File: config.mk
export PLATFORM = sky130hd
export DESIGN_NAME = dynamic_priority_scheduler_top
export DESIGN_NICKNAME = d
export VERILOG_FILES = /design/src/rtl/dps_pkg.sv /design/src/rtl/dps_alu.sv /design/src/rtl/dynamic_priority_scheduler_top.sv
export VERILOG_INCLUDE_DIRS = /design/src /design/src/rtl
export SDC_FILE = /design/constraint.sdc
export NUM_CORES = 1
export LEC_CHECK = 0
export BUFFER_PORTS_ARGS = -buffer_cell sky130_fd_sc_hd__buf_2
export CORE_MARGIN = 1.5
export CORE_UTILIZATION = 62
export DETAILED_ROUTE_END_ITERATION = 6
export PLACE_DENSITY = 0.81
export SYNTH_ARGS = -nofsm -noshare
export SYNTH_HDL_FRONTEND = slang
export SYNTH_HIERARCHICAL = 1
export SYNTH_SLANG_ARGS = --single-unit
File: constraint.sdc
create_clock -name clk -period 8.65 [get_ports clk]
set_input_delay 2.595 -clock clk [delete_from_list [all_inputs] [get_ports clk]]
set_output_delay 2.595 -clock clk [all_outputs]
set_load 0.05 [all_outputs]
File: src/rtl/dynamic_priority_scheduler_top_defines.svh
// Assertion macros for the dynamic priority scheduler
`ifndef DYNAMIC_PRIORITY_SCHEDULER_TOP_DEFINES_SVH
`define DYNAMIC_PRIORITY_SCHEDULER_TOP_DEFINES_SVH

// Check a property on every clock outside reset
`define DPS_ASSERT(label, prop, msg) \
  label: assert property (@(posedge clk) disable iff (rst) (prop)) else $error(msg);

// Check that a condition implies a consequence in the same cycle
`define DPS_ASSERT_IMPL(label, ante, cons, msg) \
  label: assert property (@(posedge clk) disable iff (rst) (ante) |-> (cons)) else $error(msg);

`endif

File: src/rtl/dps_pkg.sv
// Types, codes and helpers shared by the scheduler modules
`timescale 1ns / 1ps
package dps_pkg;

  localparam logic [1:0] ST_READY   = 2'd0;
  localparam logic [1:0] ST_RUNNING = 2'd1;
  localparam logic [1:0] ST_BLOCKED = 2'd2;
  localparam logic [1:0] ST_ENDED   = 2'd3;

  localparam logic [2:0] EV_LOADED  = 3'd0;
  localparam logic [2:0] EV_RAN     = 3'd1;
  localparam logic [2:0] EV_ENDED   = 3'd2;
  localparam logic [2:0] EV_BLOCKED = 3'd3;
  localparam logic [2:0] EV_IDLE    = 3'd4;

  localparam logic FN_LOAD = 1'b0;
  localparam logic FN_TICK = 1'b1;

  localparam logic OP_GRANT = 1'b0;
  localparam logic OP_AGE   = 1'b1;

  localparam logic [1:0] ADDR_PROCESS_COUNT = 2'd0;

  localparam logic signed [16:0] PRIO_DROP = 17'sd3;
  localparam logic signed [16:0] PRIO_GAIN = 17'sd1;

  typedef struct packed {
    logic signed [15:0] prio;
    logic [15:0]        remaining;
    logic [15:0]        used;
    logic [15:0]        countdown;
    logic [15:0]        blen;
  } proc_t;

  typedef struct packed {
    logic op;
    logic skip_age;
  } alu_ctl_t;

  typedef struct packed {
    logic       ended;
    logic [2:0] event_code;
  } alu_res_t;

  function automatic logic signed [15:0] sat16(input logic signed [16:0] v);
    logic signed [15:0] r;
    if (v[16] == v[15]) begin
      r = v[15:0];
    end else if (v[16]) begin
      r = 16'sh8000;
    end else begin
      r = 16'sh7fff;
    end
    return r;
  endfunction

endpackage

File: src/rtl/dps_alu.sv
// Shared slot update unit: grant update and aging/countdown of one slot
`timescale 1ns / 1ps
module dps_alu (
  input  dps_pkg::alu_ctl_t ctl,
  input  dps_pkg::proc_t    ent_in,
  input  logic [1:0]        st_in,
  output dps_pkg::proc_t    ent_out,
  output logic [1:0]        st_out,
  output dps_pkg::alu_res_t res
);
  import dps_pkg::*;

  logic [15:0]        rem_dec;
  logic [15:0]        cd_dec;
  logic [15:0]        bl_dec;
  logic signed [16:0] prio_ext;
  logic signed [16:0] prio_dn;
  logic signed [16:0] prio_up;
  logic [1:0]         st_mid;

  assign rem_dec  = (ent_in.remaining != 16'd0) ? ent_in.remaining - 16'd1 : 16'd0;
  assign cd_dec   = ent_in.countdown - 16'd1;
  assign bl_dec   = (ent_in.blen != 16'd0) ? ent_in.blen - 16'd1 : 16'd0;
  assign prio_ext = {ent_in.prio[15], ent_in.prio};
  assign prio_dn  = prio_ext - PRIO_DROP;
  assign prio_up  = prio_ext + PRIO_GAIN;

  always_comb begin
    ent_out = ent_in;
    st_out  = st_in;
    st_mid  = st_in;
    res     = '0;
    if (ctl.op == OP_GRANT) begin
      ent_out.used      = (ent_in.used == 16'hffff) ? ent_in.used : ent_in.used + 16'd1;
      ent_out.remaining = rem_dec;
      if (rem_dec == 16'd0) begin
        ent_out.prio   = '0;
        st_out         = ST_ENDED;
        res.ended      = 1'b1;
        res.event_code = EV_ENDED;
      end else begin
        ent_out.prio   = sat16(prio_dn);
        st_out         = ST_RUNNING;
        res.event_code = EV_RAN;
        if (ent_in.countdown != 16'd0 && ent_in.blen != 16'd0) begin
          ent_out.countdown = cd_dec;
          if (cd_dec == 16'd0) begin
            st_out         = ST_BLOCKED;
            res.event_code = EV_BLOCKED;
          end
        end
      end
    end else begin
      if (!ctl.skip_age && (st_in == ST_READY || st_in == ST_RUNNING)) begin
        ent_out.prio = sat16(prio_up);
        st_mid       = ST_READY;
      end
      st_out = st_mid;
      if (st_mid == ST_BLOCKED) begin
        ent_out.blen = bl_dec;
        if (bl_dec == 16'd0) begin
          st_out = ST_READY;
        end
      end
    end
  end

endmodule

File: src/rtl/dynamic_priority_scheduler_top.sv
// Top level of the dynamic priority scheduler with aging
//
//   channel   handshake                        payload
//   command   start / busy                     func slot start_priority total_slices
//                                              block_after block_length
//   result    done (one-cycle strobe)          event_res granted_slot granted_priority
//                                              ended_count all_done
//   config    psel penable pwrite pready       paddr pwdata prdata
//
// With n slots in use, a tick scans the n slots, makes one grant update and then
// ages the n slots; an idle tick makes no grant update and a load checks the n
// slots; with no slot in use a command finishes on accept. The slot table is
// walked one entry a cycle; each slot update uses the single shared update unit.
// Reset marks every slot ended. The result beat is not stalled by the receiver.
`timescale 1ns / 1ps
`include "dynamic_priority_scheduler_top_defines.svh"
module dynamic_priority_scheduler_top #(
  parameter int PROCESSES = 8
) (
  input  logic               clk,
  input  logic               rst,
  input  logic               start,
  output logic               busy,
  input  logic               func,
  input  logic [2:0]         slot,
  input  logic signed [15:0] start_priority,
  input  logic [15:0]        total_slices,
  input  logic [15:0]        block_after,
  input  logic [15:0]        block_length,
  output logic               done,
  output logic [2:0]         event_res,
  output logic [2:0]         granted_slot,
  output logic signed [15:0] granted_priority,
  output logic [3:0]         ended_count,
  output logic               all_done,
  input  logic               psel,
  input  logic               penable,
  input  logic               pwrite,
  input  logic [1:0]         paddr,
  input  logic [31:0]        pwdata,
  output logic [31:0]        prdata,
  output logic               pready
);
  import dps_pkg::*;

  localparam int IDX_W = $clog2(PROCESSES);
  localparam int CNT_W = $clog2(PROCESSES + 1);
  localparam int CMP_W = CNT_W + 4;

  localparam logic [2:0] S_IDLE  = 3'd0;
  localparam logic [2:0] S_SCAN  = 3'd1;
  localparam logic [2:0] S_GRANT = 3'd2;
  localparam logic [2:0] S_AGE   = 3'd3;
  localparam logic [2:0] S_CHECK = 3'd4;

  logic [2:0]         state;
  logic [3:0]         process_count;
  logic [3:0]         ended_counter;
  logic [CNT_W-1:0]   idx;
  logic [CNT_W-1:0]   n_use;
  logic [CMP_W-1:0]   pc_w;
  logic [CMP_W-1:0]   lim;
  logic [IDX_W-1:0]   idx_a;
  logic [IDX_W-1:0]   gidx;
  logic [IDX_W-1:0]   rd_addr;
  logic [IDX_W-1:0]   wr_addr;
  logic               found;
  logic               live;
  logic               live_next;
  logic [2:0]         ev;
  logic signed [15:0] best_prio;
  logic signed [15:0] gprio;
  logic               last;
  logic               elig;
  logic               take;
  logic               slot_ok;
  logic               accept;
  logic               fin;
  logic               fin_grant;
  logic [2:0]         fin_ev;
  logic               wr_en;
  proc_t              wr_ent;
  logic [1:0]         wr_st;
  proc_t              rd_ent;
  logic [1:0]         rd_st;
  proc_t              alu_ent;
  logic [1:0]         alu_st;
  alu_ctl_t           alu_ctl;
  alu_res_t           alu_res;
  logic               cfg_wr;

  proc_t              mem [PROCESSES];
  logic [1:0]         st_mem [PROCESSES];

  assign pready = 1'b1;
  assign prdata = 32'(process_count);
  assign cfg_wr = psel && penable && pwrite && pready && (paddr == ADDR_PROCESS_COUNT);

  assign pc_w    = CMP_W'(process_count);
  assign lim     = CMP_W'(PROCESSES);
  assign n_use   = (pc_w > lim) ? lim[CNT_W-1:0] : pc_w[CNT_W-1:0];
  assign slot_ok = CMP_W'(slot) < lim;

  assign busy   = (state != S_IDLE);
  assign accept = start && !busy;
  assign idx_a  = idx[IDX_W-1:0];
  assign last   = (CNT_W'(idx + 1'b1) == n_use);

  assign rd_addr = (state == S_GRANT) ? gidx : idx_a;
  assign rd_ent  = mem[rd_addr];
  assign rd_st   = st_mem[rd_addr];

  assign elig = (rd_st == ST_READY) || (rd_st == ST_RUNNING);
  assign take = (state == S_SCAN) && elig && (!found || $signed(rd_ent.prio) > best_prio);

  assign alu_ctl.op       = (state == S_GRANT) ? OP_GRANT : OP_AGE;
  assign alu_ctl.skip_age = found && (idx_a == gidx);

  dps_alu u_alu (
    .ctl     (alu_ctl),
    .ent_in  (rd_ent),
    .st_in   (rd_st),
    .ent_out (alu_ent),
    .st_out  (alu_st),
    .res     (alu_res)
  );

  always_comb begin
    wr_en   = 1'b0;
    wr_addr = rd_addr;
    wr_ent  = alu_ent;
    wr_st   = alu_st;
    if (accept && func == FN_LOAD && slot_ok) begin
      wr_en            = 1'b1;
      wr_addr          = IDX_W'(slot);
      wr_ent.prio      = start_priority;
      wr_ent.remaining = total_slices;
      wr_ent.used      = '0;
      wr_ent.countdown = block_after;
      wr_ent.blen      = block_length;
      wr_st            = ST_READY;
    end else if (state == S_GRANT || state == S_AGE) begin
      wr_en = 1'b1;
    end
  end

  always_comb begin
    live_next = live;
    if (state == S_AGE) begin
      live_next = live || (alu_st != ST_ENDED);
    end else if (state == S_CHECK) begin
      live_next = live || (rd_st != ST_ENDED);
    end
  end

  assign fin = (accept && n_use == '0) || ((state == S_AGE || state == S_CHECK) && last);
  assign fin_grant = (state != S_IDLE) && found;
  assign fin_ev = (state != S_IDLE) ? ev : ((func == FN_TICK) ? EV_IDLE : EV_LOADED);

  always_ff @(posedge clk) begin
    if (wr_en) begin
      mem[wr_addr] <= wr_ent;
    end
  end

  always_ff @(posedge clk) begin
    if (rst) begin
      for (int i = 0; i < PROCESSES; i++) begin
        st_mem[i] <= ST_ENDED;
      end
    end else if (wr_en) begin
      st_mem[wr_addr] <= wr_st;
    end
  end

  always_ff @(posedge clk) begin
    if (fin) begin
      event_res        <= fin_ev;
      granted_slot     <= fin_grant ? 3'(gidx) : 3'd0;
      granted_priority <= fin_grant ? gprio : 16'sd0;
      ended_count      <= ended_counter;
      all_done         <= (state == S_IDLE) ? 1'b1 : !live_next;
    end
  end

  always_ff @(posedge clk) begin
    if (rst) begin
      state         <= S_IDLE;
      done          <= 1'b0;
      found         <= 1'b0;
      process_count <= 4'd5;
      ended_counter <= 4'd0;
    end else begin
      done <= fin;
      if (cfg_wr) begin
        process_count <= pwdata[3:0];
      end
      case (state)
        S_IDLE: begin
          if (accept) begin
            found <= 1'b0;
            idx   <= '0;
            live  <= 1'b0;
            ev    <= (func == FN_TICK) ? EV_IDLE : EV_LOADED;
            if (n_use != '0) begin
              state <= (func == FN_TICK) ? S_SCAN : S_CHECK;
            end
          end
        end
        S_SCAN: begin
          if (take) begin
            found     <= 1'b1;
            gidx      <= idx_a;
            best_prio <= $signed(rd_ent.prio);
          end
          if (last) begin
            idx   <= '0;
            state <= (found || take) ? S_GRANT : S_AGE;
          end else begin
            idx <= idx + 1'b1;
          end
        end
        S_GRANT: begin
          gprio <= $signed(alu_ent.prio);
          ev    <= alu_res.event_code;
          if (alu_res.ended && ended_counter != 4'hf) begin
            ended_counter <= ended_counter + 4'd1;
          end
          state <= S_AGE;
        end
        S_AGE, S_CHECK: begin
          live <= live_next;
          if (last) begin
            state <= S_IDLE;
          end else begin
            idx <= idx + 1'b1;
          end
        end
        default: begin
          state <= S_IDLE;
        end
      endcase
    end
  end

  `DPS_ASSERT_IMPL(a_done_idle, done, !busy, "result beat while still busy")
  `DPS_ASSERT_IMPL(a_grant_elig, state == S_GRANT, st_mem[gidx] == ST_READY || st_mem[gidx] == ST_RUNNING, "granted slot not eligible")
  `DPS_ASSERT_IMPL(a_gidx_range, found && state != S_IDLE, CNT_W'(gidx) < n_use, "granted slot outside slots in use")
  `DPS_ASSERT(a_ended_mono, $past(rst) || ended_counter >= $past(ended_counter), "ended count went down")

endmodule
== Word-level counts from Yosys, hierarchy flattened ==
Memory sizes are Yosys's and may differ from the RTL's.
Cells that the tools add are included.
Cells by class
  add/sub/neg operators: 8
  multipliers: 0
  divide/modulo/power cells: 0
  magnitude comparators: 3
  equality and inequality tests: 20
  shift operators: 0
  mux-type cells: 65
  bitwise gates (word level): 2
  reductions and logical operators: 53
Operators with widths (count)
  16-bit two-way mux: 14
  80-bit two-way mux: 1
  16-bit zero test: 3
  48-bit two-way mux: 1
  16-bit nonzero test: 3
  16-bit by 1-bit subtractor with 16-bit output (second input constant): 3
  3-bit two-way mux: 12
  2-bit two-way mux: 12
  4-bit two-way mux: 5
  16-bit by 2-bit adder with 17-bit output (second input constant): 1
  16-bit by 3-bit subtractor with 17-bit output (second input constant): 1
  16-bit by 1-bit adder with 16-bit output (second input constant): 1
  16-bit == test (second input constant): 1
  16-bit greater-than comparator: 1
  1-bit logical AND: 15
  1-bit two-way mux: 15
  2-bit != test (second input constant): 7
  3-bit one-hot mux with 4 select lines: 1
  4-bit one-hot mux with 3 select lines: 1
  3-bit AND reduction: 4
  4-bit by 1-bit adder with 4-bit output (second input constant): 2
  1-bit logical OR: 8
  4-bit AND reduction: 2
  3-bit by 2-bit == test with 1-bit output (second input constant): 2
  23 further kinds: 35
Word-level totals
  bits in registers: 83
  bits in latches: 0
  memory bits (writable): 656
  ROM bits: 0
  input bits: 108
  output and inout port bits: 62
  word-level logic and storage cells: 169
  memories kept: 2
Memory list
  mem: depth 8, bits a word 80, read ports 1, clocked after Yosys merged registers in 0, wr ports 1, line dynamic_priority_scheduler_top.sv:92  | proc_t mem [PROCESSES];
  st_mem: depth 8, bits a word 2, read ports 1, clocked after Yosys merged registers in 0, wr ports 8, line dynamic_priority_scheduler_top.sv:93  | logic [1:0] st_mem [PROCESSES];

== Logic depth before layout (Yosys ltp) ==
An unclocked memory read counts as a cell.
  depth in word-level cells: 15
  mapped depth: 21
  depth with buffers taken out: 17

== Cells and area by module ==
Netlist, hierarchy kept.
Modules (own cells, without submodules)
  dynamic_priority_scheduler_top: times used 1, cells an instance 1557, area an instance 29630.9 µm², sequential area each 22061.2 µm²
  dps_alu: times used 1, cells an instance 532, area an instance 3164.3 µm², sequential area each 0.0 µm²

== Worst setup path after synthesis ==
No wires, ideal clock.
  kind: input to register
  from: input func
  to: memory st_mem[5][0] (enable)
  library setup time: 311 ps
  data arrival time: 7506 ps
  slack: 833 ps
  cell stages on the path: 6
  cell sequence: nand2b_1 -> or2_2 -> buf_2 -> o32a_1 -> nor2b_1 -> or2_2
RTL lines
  start, declared: line dynamic_priority_scheduler_top.sv:24  | input logic func,
  end, declared: line dynamic_priority_scheduler_top.sv:93

==> metrics.md <==
| Metric | Value |
|---|---|
| Status | `finished with violations` |
| Failing checks | `design-rule violations` |
| All-layer global routing usage | `0.267` |
| Final setup violation count | `0` |
| Final Non-Filler Cells | `2573` |
| Yosys Warn Count | `6` |
| Total core area | `0.0441 mm^2` |
| Fillers | `2859` |
| Drt pass-1 iters | `7` |
| Post_cts resized | `0` |
| Vias in the first global route | `16553` |
| Ports | `170` |
| Fmax | `143 MHz` |
| DIE WIDTH | `between 200 and 250 um` |
| Area grow syn2layout | `10.4%` |
| Die span in y | `214 um` |
| Final net count | `2063` |
| Crit share post-route | `0.806` |
| Pre-CTS setup slack | `1.75 ns` |
| Worst setup path class | `reg -> reg` |
| N_diodes | `0` |
| Synthesized instance count | `1844` |
| Routed via count | `16617` |
| Share of layout cells above drive strength 1 | `0.228` |
| Slew HR | `0.202` |
| CTS Sinks | `611` |
| Worst setup SP type | `register` |
| Clk pin slew, worst setup/hold paths | `0.06 ns` |
| Final WS setup | `1.68 ns` |
| Post-Synthesis Cell Area | `0.0276 mm^2` |
| Min-delay worst type | `reg -> reg` |
| Required time worst endpoint | `8.97 ns` |
| Wire per inst | `23.7 um` |
| Routed WL | `60.9 mm` |
| P_leak | `10.5 nW` |
| Worst-case clock buffer depth | `3` |
| VDD IR max | `0.000189 V` |
| Residual DRC | `1` |
| RSZ-0062 raised after global routing | `false` |
| Crit. End Element | `register` |
| DIE AREA | `0.0458 mm^2` |
| TritonCTS clock tree | `yes` |
| Global-route wire length before repair | `approximately 94 mm` |
| Pins Over Slew Limit | `0` |
| Post-CTS Hold Fix Bufs | `0` |
| Post-Syn Area per Cell | `15.0 um^2` |
| CTS Buf Count | `58` |
| DRT antenna net count | `0` |
| Worst Tran Pin Value | `1.19 ns` |
| Pwr Density | `246 mW/mm^2` |
| Final core utilization | `0.691` |
| Number of core rows | `77` |
| H-tree level count | `2` |
| GR Overflow Total | `0` |
| Clock Latency Late Sink | `0.64 ns` |
| GPL Wtd Cong | `0.904` |
| MaxCap Viol Count | `0` |
| Setup repair bufs after CTS | `0` |
| Port Buffers | `112` |
| Placed cell count | `2463` |
| Largest net degree at the start of global routing | `98` |
| Final hold vios | `0` |
| Initial Utilization | `0.626` |
| Worst-path fanout max | `22` |
| Root Driver | `clkbuf_16` |
| Starting DRT DRC Count | `2118` |
| Initial antenna violation count | `1` |
| Clock Skew | `0.0289 ns` |
| Setup TNS | `0 ns` |
| Drt via density | `roughly 6.5` |
| Final HPWL DP | `35.5 mm` |
| Tmin final | `6.97 ns` |
| CP Data Arrival Time | `7.29 ns` |
==> layer usage <==
metal  track usage  vias to the layer above  wire length, um
li1              -                     7221                -
met1         0.361                     8309            23400
met2         0.449                      918            30300
met3        0.0377                      167             5160
met4         0.101                        2             1990
met5             0                        -               13
==> cells in the final DEF, fill, tap and decap left out, types with 8 or more instances in the layout <==
cell,count
ha_1,24
clkinv_2,13
nor4_1,18
edfxtp_1,598
nand4_1,14
o22ai_1,9
a21o_1,9
nor3_1,37
mux2i_1,21
xnor2_1,23
conb_1,30
a31oi_1,9
nand3_1,24
mux2_2,64
and3_1,25
nor2_1,81
clkbuf_1,13
a21oi_1,33
nor2b_1,9
inv_1,39
o21ai_1,8
nand2_1,284
and2_1,10
xor2_1,27
nand2b_1,11
o31ai_1,10
clkbuf_16,58
or2_2,10
clkinv_1,14
o21ai_0,60
buf_4,15
buf_2,112
dfxtp_1,13
mux4_2,128
==> per-stage QoR <==
stage | hold WS [ns] | cell area, um^2 | power [mW]
after floorplan | 0.450 | 27700 | 4.71
after global placement | 0.469 | 28700 | 4.99
after detailed placement | 0.487 | 28700 | 5.06
after CTS | 0.485 | 30500 | 7.49
after global routing | 0.513 | 30500 | 7.74
final | 0.492 | 30500 | 7.49
==> area by class of cell <==
cell class	count	area [um^2]	share of cell area
multi-input cells	1087	8750	0.287
clock buffers	71	1500	0.0492
clock inverters	39	333	0.0109
well taps	592	741	0.0243
flip-flops and latches	611	18200	0.598
inverters	40	150	0.00492
repair buffers	133	793	0.0260
==> final timing paths <==
| kind | cells after the start | from | endpoint | slack, ns |
|---|---|---|---|---|
| worst min register to register | 0 | ended_counter[3] | ended_count[3] | 0.49 |
| worst max-delay path | 16 | state[1] | mem[1][69] | 1.68 |
| worst max register to register | 16 | state[1] | mem[1][69] | 1.68 |
| worst min-delay path | 0 | ended_counter[3] | ended_count[3] | 0.49 |
==> power breakdown <==
part	internal [mW]	switching (mW)	leakage, nW
clock	1.36	1.09	0.891
sequential	3.54	0.0320	5.51
combinational	0.507	0.952	4.06
==> flip-flops by register name (all words and copies together) (netlist names), 4 cells and up <==
register	count
mem	512
best_prio	16
granted_priority	16
st_mem	16
ended_count	4
idx	4
ended_counter	4
gprio	16
process_count	4
==> critical path, cell delays in order, from the launching register on <==
cell	delay, ns
dfxtp_1	0.55
nor3b_4	0.61
mux2i_4	0.95
buf_4	0.53
mux4_2	0.55
mux2_2	0.34
nor4_1	0.49
nand3_1	0.24
nor3_2	0.72
o21ai_1	0.15
or2_1	0.37
nand2_1	0.15
inv_2	0.07
nand2_2	0.26
o21ai_0	0.31
nand2_1	0.14
nand2_1	0.18
Power figures use the tool's default switching activity.
